## src/hw/rtl/assert_macros.svh

```systemverilog
// ----------------------------------------------------------------------------
// assert_macros.svh
// Assertion helpers shared by the RTL.
// ----------------------------------------------------------------------------
`ifndef ASSERT_MACROS_SVH
`define ASSERT_MACROS_SVH

// checked only out of reset
`define ASSERT_RST(lbl, clkx, rstx, prop, msg) \
    lbl: assert property (@(posedge clkx) disable iff (!rstx) prop) else $error(msg);

// checked at every edge
`define ASSERT_ALWAYS(lbl, clkx, prop, msg) \
    lbl: assert property (@(posedge clkx) prop) else $error(msg);

`endif

```

## src/hw/rtl/pfrt_pkg.sv

```systemverilog
// ----------------------------------------------------------------------------
// pfrt_pkg
// Types and constants of the per-owner frequency residency tracker.
// ----------------------------------------------------------------------------
`timescale 1ns / 1ps

package pfrt_pkg;

    localparam int DEF_MAX_OWNERS    = 256;
    localparam int DEF_NUM_FREQS     = 64;
    localparam int DEF_FREQ_STEP_MHZ = 50;

    localparam logic [31:0] KHZ_PER_MHZ = 32'd1000;
    localparam logic [39:0] GAP_RESET   = 40'd1000000000;

    typedef enum logic [2:0] {
        ST_OK    = 3'd0,
        ST_OOO   = 3'd1,
        ST_EMPTY = 3'd2,
        ST_ZERO  = 3'd3,
        ST_FULL  = 3'd4
    } status_t;

    typedef enum logic [3:0] {
        S_CLEAR,
        S_IDLE,
        S_DIV1,
        S_SCAN,
        S_META,
        S_BKT,
        S_GAP,
        S_OUT
    } state_t;

    typedef struct packed {
        logic        start;
        logic [31:0] dividend;
    } div_req_t;

    typedef struct packed {
        logic [63:0] last_end;
        logic [31:0] errors;
    } meta_t;

endpackage

```

## src/hw/rtl/pfrt_div.sv

```systemverilog
// ----------------------------------------------------------------------------
// pfrt_div
// Bucket index from a kHz frequency: two pipelined reciprocal multiplications
// (kHz to MHz, then MHz to steps) with rounding and clamping.
// ----------------------------------------------------------------------------
`timescale 1ns / 1ps

module pfrt_div
    import pfrt_pkg::*;
#(
    parameter int NUM_FREQS     = DEF_NUM_FREQS,
    parameter int FREQ_STEP_MHZ = DEF_FREQ_STEP_MHZ
)
(
    input  logic       clk,
    input  logic       rst_n,
    input  div_req_t   req,
    output logic       done,
    output logic [7:0] bucket
);

    // ceil(2^38 / 1000), exact for every 32-bit dividend
    localparam logic [31:0] KHZ_RECIP  = 32'h10624DD3;
    localparam logic [31:0] HALF_STEP  = 32'(FREQ_STEP_MHZ / 2);
    localparam logic [31:0] TOP        = 32'(NUM_FREQS * FREQ_STEP_MHZ);
    localparam logic [7:0]  TOP_BKT    = 8'(NUM_FREQS - 1);
    // ceil(2^29 / step), exact below 2^18
    localparam logic [29:0] STEP_RECIP =
        30'(((64'd1 << 29) + 64'(FREQ_STEP_MHZ) - 64'd1) / 64'(FREQ_STEP_MHZ));

    logic        v1_reg;
    logic        done_reg;
    logic [22:0] mhz_reg, mhz_next;
    logic [7:0]  bkt_reg, bkt_next;
    logic [63:0] khz_prod;
    logic [31:0] rnd;
    logic [47:0] step_prod;

    always_comb
    begin
        khz_prod  = {32'd0, req.dividend} * {32'd0, KHZ_RECIP};
        mhz_next  = khz_prod[60:38];
        rnd       = {9'd0, mhz_reg} + HALF_STEP;
        step_prod = {30'd0, rnd[17:0]} * {18'd0, STEP_RECIP};
        if (rnd >= TOP)
            bkt_next = TOP_BKT;
        else if (step_prod[36:29] == 8'd0)
            bkt_next = 8'd1;
        else
            bkt_next = step_prod[36:29];
    end

    always_ff @(posedge clk or negedge rst_n)
    begin
        if (!rst_n)
        begin
            v1_reg   <= 1'b0;
            done_reg <= 1'b0;
        end
        else
        begin
            v1_reg   <= req.start;
            done_reg <= v1_reg;
        end
    end

    always_ff @(posedge clk)
    begin
        if (req.start)
            mhz_reg <= mhz_next;
        if (v1_reg)
            bkt_reg <= bkt_next;
    end

    assign done   = done_reg;
    assign bucket = bkt_reg;

endmodule

```

## config.mk

```make
export PLATFORM = sky130hd
export DESIGN_NAME = pfrt_div
export DESIGN_NICKNAME = d
export VERILOG_FILES = /design/src/hw/rtl/assert_macros.svh /design/src/hw/rtl/pfrt_pkg.sv /design/src/hw/rtl/pfrt_div.sv
export SDC_FILE = /design/constraint.sdc
export NUM_CORES = 1
export LEC_CHECK = 0
export ABC_CLOCK_PERIOD_IN_PS = 7590
export BUFFER_PORTS_ARGS = -buffer_cell sky130_fd_sc_hd__buf_4
export CORE_MARGIN = 8
export CORE_UTILIZATION = 25
export CTS_CLUSTER_DIAMETER = 60
export DETAILED_ROUTE_END_ITERATION = 8
export HOLD_SLACK_MARGIN = 0.03
export PLACE_DENSITY_LB_ADDON = 0.12
export SLEW_MARGIN = 20
export SYNTH_ARGS = -nofsm -noshare
export SYNTH_HDL_FRONTEND = slang
export SYNTH_SLANG_ARGS = --single-unit
```

## constraint.sdc

```tcl
create_clock -name clk -period 7.59 [get_ports clk]
set_clock_uncertainty 0.15 [all_clocks]
set_input_delay 1.8975 -clock clk [delete_from_list [all_inputs] [get_ports clk]]
set_output_delay 1.8975 -clock clk [all_outputs]
set_load 0.005 [all_outputs]
```

==> results of run 1 <==
worst register-to-register path: stages, from the launching register on:
cell and delay (ns):
edfxtp_1 0.41, ha_2 0.22, a211oi_2 0.21, buf_4 0.17, nor2_4 0.05, buf_4 0.16, and3_4 0.19, xor2_4 0.16
fa_1 0.52, inv_2 0.05, fa_1 0.46, fa_1 0.54, fa_1 0.47, fa_1 0.55, inv_1 0.05, fa_1 0.52
inv_1 0.06, ha_4 0.26, nand4_1 0.12, or2_4 0.31, nor4_4 0.26, o41a_1 0.32, o221a_2 0.24, o211ai_1 0.17
and2_1 0.18, a311o_1 0.31
cell families (layout without fill, tap and decap cells):
logic type	count (synthesis)	in the layout	share of synthesized area [%]
AND/OR/NAND/NOR	222	222	5.16
adder cells (fa/ha/maj)	977	977	69.7
flip-flops	33	33	4.42
buffers and inverters	703	1128	11.9
multiplexers	3	3	0.163
XOR/XNOR	51	51	2.05
AO/OA/AOI/OAI	225	225	6.54
repair_timing:
| item | in CTS | in global routing |
|---|---|---|
| pin swaps | 77 | 129 |
| setup endpoints to repair | 28 | 26 |
| gates resized for setup | 173 | 113 |
| buffers inserted | 14 | 18 |
layer usage:
metal,wire length (um),global-route usage (%),up-vias
met1,34500,20.3,8074
met4,684,1.78,0
met3,1700,1.28,27
li1,-,-,7841
met5,0,0,-
met2,32500,23.2,147
placed cells by master, fill, tap and decap left out, types with 21 or more instances in the layout:
master    count
a21o_1       32
a21oi_1      59
buf_4       387
buf_6        34
edfxtp_1     31
fa_1        394
fa_2         40
ha_1        470
ha_4         62
inv_1       679
nand2_1      47
nand3_1      21
nand4_1      21
nor2_1       36
o21ai_0      30
xnor2_1      26
worst max-delay path by stage:
stage / slack, ns / to / from / cells past startpoint
2_1_floorplan: -0.23 / mhz_reg[22] / req[19] / 19
3_3_place_gp: -1.57 / mhz_reg[21] / req[7] / 26
3_5_place_dp: -1.38 / mhz_reg[21] / req[19] / 25
4_1_cts: -0.54 / mhz_reg[22] / req[11] / 20
5_1_grt: -0.71 / mhz_reg[17] / req[11] / 21
6_report: -0.57 / mhz_reg[22] / req[19] / 22
cell usage after synthesis (3+ instances only):
| master | number | share of area [%] |
|---|---|---|
| nand4_1 | 21 | 0.59 |
| o2111ai_1 | 5 | 0.20 |
| edfxtp_1 | 31 | 4.2 |
| o41ai_1 | 3 | 0.12 |
| ha_1 | 543 | 31 |
| or3_1 | 4 | 0.11 |
| o21ai_0 | 43 | 0.97 |
| o311ai_0 | 3 | 0.12 |
| nor2_1 | 40 | 0.68 |
| o21bai_1 | 7 | 0.24 |
| a21oi_1 | 77 | 1.7 |
| a211oi_1 | 12 | 0.41 |
| fa_1 | 434 | 39 |
| nor4_1 | 5 | 0.14 |
| and4_1 | 4 | 0.16 |
| and3_1 | 12 | 0.34 |
| a31oi_1 | 7 | 0.20 |
| a21o_1 | 32 | 1.1 |
| nand2_1 | 54 | 0.91 |
| inv_1 | 692 | 12 |
| and2_1 | 5 | 0.14 |
| nor3_1 | 17 | 0.38 |
| or2_2 | 5 | 0.14 |
| or4_1 | 4 | 0.14 |
| nor2b_1 | 9 | 0.25 |
| nand2b_1 | 8 | 0.23 |
| a311o_1 | 3 | 0.14 |
| xnor2_1 | 35 | 1.4 |
| clkbuf_1 | 10 | 0.17 |
| nand3_1 | 24 | 0.54 |
| o211ai_1 | 9 | 0.30 |
| xor2_1 | 15 | 0.59 |
final cells by class:
type                            instances  area (um^2)  area share, %
Timing Repair Buffer                  428         3410           11.8
Sequential cell                        33          981           3.40
Multi-Input combinational cell       1478        20200           70.0
Clock inverter                          3         68.8          0.239
Clock buffer                            5          125          0.434
Inverter                              692         2600           9.01
Tap cell                             1165         1460           5.06
per-stage QoR:
step / setup slack (ns) / area [um^2] / hold WS (ns) / utilization [%]
CTS: -0.543 / 28100 / 0.457 / 31.9
floorplan: -0.234 / 22400 / 0.391 / -
global route: -0.714 / 28800 / 0.462 / 32.7
global placement: -1.57 / 26900 / 0.422 / 30.5
detailed placement: -1.38 / 26900 / 0.429 / 30.5
finish: -0.574 / 28800 / 0.458 / 32.7
==> reports/qor.txt, run 1 <==
Worst flop-to-flop path startpoint: mhz_reg[1]
FF-to-FF setup slack: 0.21 ns
Number of inserted diodes: 0
Syn Nets: 3,226
Slew @ Worst Pin: 0.654 ns
Slew margin rel.: 55.9%
Drt drc: 0
Slowest CP cell: fa_2
Yosys warning count: 0
Synthesized cell area: 22,200 um^2
CTS tree: yes
Area added between synthesis and finish: 29.9%
CTS Buffer Depth: 2
Clock root cell: clkbuf_16
Clock latency on the worst-skew pair: 0.31 ns
Failing checks: setup timing
Num CTS Buffers: 5
CP Launch Type: input port
Vias/cell: 4.23
Number of cell rows: 109
Die area: 98,600 um^2
Async set-reset flop share out of synthesis: 6.06%
Routed len/inst: 18.2 um
Hpwl dp: 64,900 um
First-pass GRT wire length: 106,000 um
Final TNS setup: -7.56 ns
Fin crit share: 108%
CTS clk-pin slew, worst paths: 0.07 ns
CP arrival: 8.06 ns
CP Class: in -> reg
Final WS setup: -0.574 ns
Fmax: 0.122 GHz
Congestion Overflow GR: 0
Final setup fails: 23
CTS H-tree lvls: 2
Initial Util: 25.2%
Core footprint: 88,200 um^2
Final hold vios: 0
Distinct cells, synth: 64
Cell family with most CP delay: adder cells
Routability Congestion: 0.850
Post-Syn Instances: 2,214
Hold path depth: 0
Cell Chain, Critical Path: buf_8, buf_12, ha_4, fa_2, fa_2, fa_2, fa_1, inv_2, fa_2, inv_2, fa_2, fa_1, ha_4, a21oi_4, a21oi_2, o311ai_4, o2111ai_4, o211ai_1, a21oi_2, buf_6, a211o_1, a311o_1
Vias in the first global route: 18,052
Die X-Extent: 314 um
DRT Pass-1 Iters: 4
Minimum clock period after layout: 8.16 ns
Number of synthesized flops with an enable pin: 31
Top Ports: 44
# Max-Cap Violations: 0
Initial drt markers: 499
Most common cell on crit path: fa_2
Critical Path Fanout Max: 4
Hold/Removal Path Class: reg -> reg
Hold buffer count at CTS: 0
Sequential area share after synthesis: 4.42%
DR vias: 16,089
Final-report max-slew violation count: 0
Wirelength, routed: 69,300 um
Layout cells sized above 1: 25.4%
Antenna violations before repair: 1
GRT Util Overall: 14.0%
CP Buf/Inv Count: 5
Avg Inst Size Synth: 10.0 um^2
Min-Delay Startpoint: v1_reg
Slowest stage delay, CP: 0.56 ns
Main synth FF type: edfxtp_1
Final net count: 3,650
Critical R2R Capture: bucket[0]
Placed Instances: 3,769
Largest register FFs: 23
Height of the chip: 314 um
WHS Endpoint: done
Crit. End Element: flop
Unrepaired setup endpoints after global routing: yes
Worst path required time: 7.49 ns
Finished Layout Cells: 3,804
IO Port Bufs: 43
Worst reg-to-reg path cell count: 25
Largest net degree at the start of global routing: 25
Status: complete, but fails checks
Fillers: 9,164
Yosys reg bits: 33
Total clock sinks: 33
Detail Route Antenna Nets: 0
Power of run 1 is not shown: default switching activity piles up to over one toggle a cycle in this logic, so the estimate is an artifact.
==> run 2, diff against run 1 <==
--- a/config.mk
+++ b/config.mk
@@ -13,6 +13,7 @@
 export DETAILED_ROUTE_END_ITERATION = 8
 export HOLD_SLACK_MARGIN = 0.03
 export PLACE_DENSITY_LB_ADDON = 0.12
+export REMOVE_ABC_BUFFERS = 1
 export SLEW_MARGIN = 20
 export SYNTH_ARGS = -nofsm -noshare
 export SYNTH_HDL_FRONTEND = slang
==> reports/qor.txt, run 2 (synthesized netlist as in run 1, its figures left out) <==
Final setup fails: 23
Final-report max-slew violation count: 0
Hpwl dp: 64,100 um
Detail Route Antenna Nets: 0
Clock root cell: clkbuf_16
Critical Path Fanout Max: 6
Fmax: 0.121 GHz
Routed len/inst: 18.2 um
Vias/cell: 4.26
CP Class: in -> reg
Fillers: 9,144
Total clock sinks: 33
Die area: 98,600 um^2
Placed Instances: 3,791
Top Ports: 44
CTS H-tree lvls: 2
Wirelength, routed: 69,800 um
GRT Util Overall: 14.1%
Hold/Removal Path Class: reg -> reg
# Max-Cap Violations: 0
Commonest non-fill, non-tap cell in the layout: inv_1
Core footprint: 88,200 um^2
Drt drc: 0
Final net count: 3,690
Antenna violations before repair: 1
Fin crit share: 109%
Unrepaired setup endpoints after global routing: yes
CP arrival: 8.17 ns
Slew margin rel.: 37.6%
Die X-Extent: 314 um
CP Launch Type: input port
DR vias: 16,380
Placement Setup Slack: -1.70 ns
Status: complete, but fails checks
First-pass GRT wire length: 107,000 um
Area added between synthesis and finish: 33.4%
CTS Buffer Depth: 2
Largest register FFs: 23
Layout cells sized above 1: 28.9%
DRT Pass-1 Iters: 5
Failing checks: setup timing
Routability Congestion: 0.866
Clock latency on the worst-skew pair: 0.31 ns
Number of inserted diodes: 0
Core Util, Final: 33.6%
Worst path required time: 7.48 ns
Vias in the first global route: 18,252
Minimum clock period after layout: 8.27 ns
Most frequent cells in the layout: inv_1, ha_1, buf_4
Largest net degree at the start of global routing: 25
Finished Layout Cells: 3,844
Final WS setup: -0.681 ns
Slew @ Worst Pin: 0.929 ns
Final hold vios: 0
Congestion Overflow GR: 0
Initial Util: 25.2%
Hold buffer count at CTS: 0
Crit. End Element: flop
Num CTS Buffers: 5
Number of cell rows: 109
Initial drt markers: 548
IO Port Bufs: 43
CTS clk-pin slew, worst paths: 0.07 ns
CTS tree: yes
Height of the chip: 314 um
## run 2: changes by cell type in the layout (fill, tap and decap cells not counted), sizes merged
cell / delta
inv: -1
buf: +40
clkinvlp: +1
clkinv: +1
bufinv: -1
## run 2: timing repair
| item | CTS | global route |
|---|---|---|
| setup endpoints to repair | 28 | 31 |
| resized for setup | 227 | 192 |
| pin swaps | 143 | 166 |
| endpoints found under the hold margin | 0 | 0 |
| setup buffers | 24 | 27 |
## run 2: path summary, 6_finish.rpt
kind                             from           to  slack [ns]  cells after the start
max                           req[20]  mhz_reg[22]       -0.68                     26
min                            v1_reg         done        0.43                      0
max reg2reg                mhz_reg[1]    bucket[0]        0.16                     26
min reg2reg                    v1_reg         done        0.43                      0
max in group asynchronous       rst_n       v1_reg        6.00                      1
min in group asynchronous       rst_n         done        1.20                      1
## run 2: layout make-up
class | instances | area, um^2 | share of cell area (%)
Multi-Input combinational cell | 1478 | 20600 | 69.4
Timing Repair Buffer | 468 | 3840 | 13.0
Inverter | 692 | 2600 | 8.77
Tap cell | 1165 | 1460 | 4.92
Sequential cell | 33 | 981 | 3.31
Clock buffer | 5 | 125 | 0.423
Clock inverter | 3 | 46.3 | 0.156
## run 2: layer usage
metal  share of wire, %  global-route usage [%]  vias up  wire, um
li1                   -                       -     7922         -
met1                 49                    20.3     8256     34400
met2                 47                    23.3      165     32500
met3                3.0                    1.57       37      2110
met4                1.2                    1.88        0       831
met5                  0                       0        -         0
## run 2: per-stage QoR
stage,hold WS [ns],TNS (ns),cell area (um^2)
2_1_floorplan,0.391,-4.46,22200
3_3_place_gp,0.422,-31.15,26800
3_5_place_dp,0.427,-30.96,26800
4_1_cts,0.437,-10.29,28500
5_1_grt,0.460,-11.96,29600
6_report,0.426,-8.64,29600
## run 2: critical path: stages
cell and delay (ns):
buf_12 0.12, buf_6 0.12, ha_4 0.21, fa_2 0.58
ha_4 0.21, fa_1 0.45, fa_1 0.51, inv_2 0.04
fa_1 0.52, inv_1 0.05, fa_1 0.45, fa_2 0.60
ha_4 0.22, buf_4 0.13, buf_6 0.11, nand4_1 0.12
nor4_4 0.07, buf_4 0.14, nand3_2 0.06, o32ai_4 0.08
buf_6 0.13, o211ai_1 0.45, a21oi_2 0.11, buf_6 0.16
a211o_1 0.30, a311o_1 0.32
Power of run 2 is left out for the same reason.
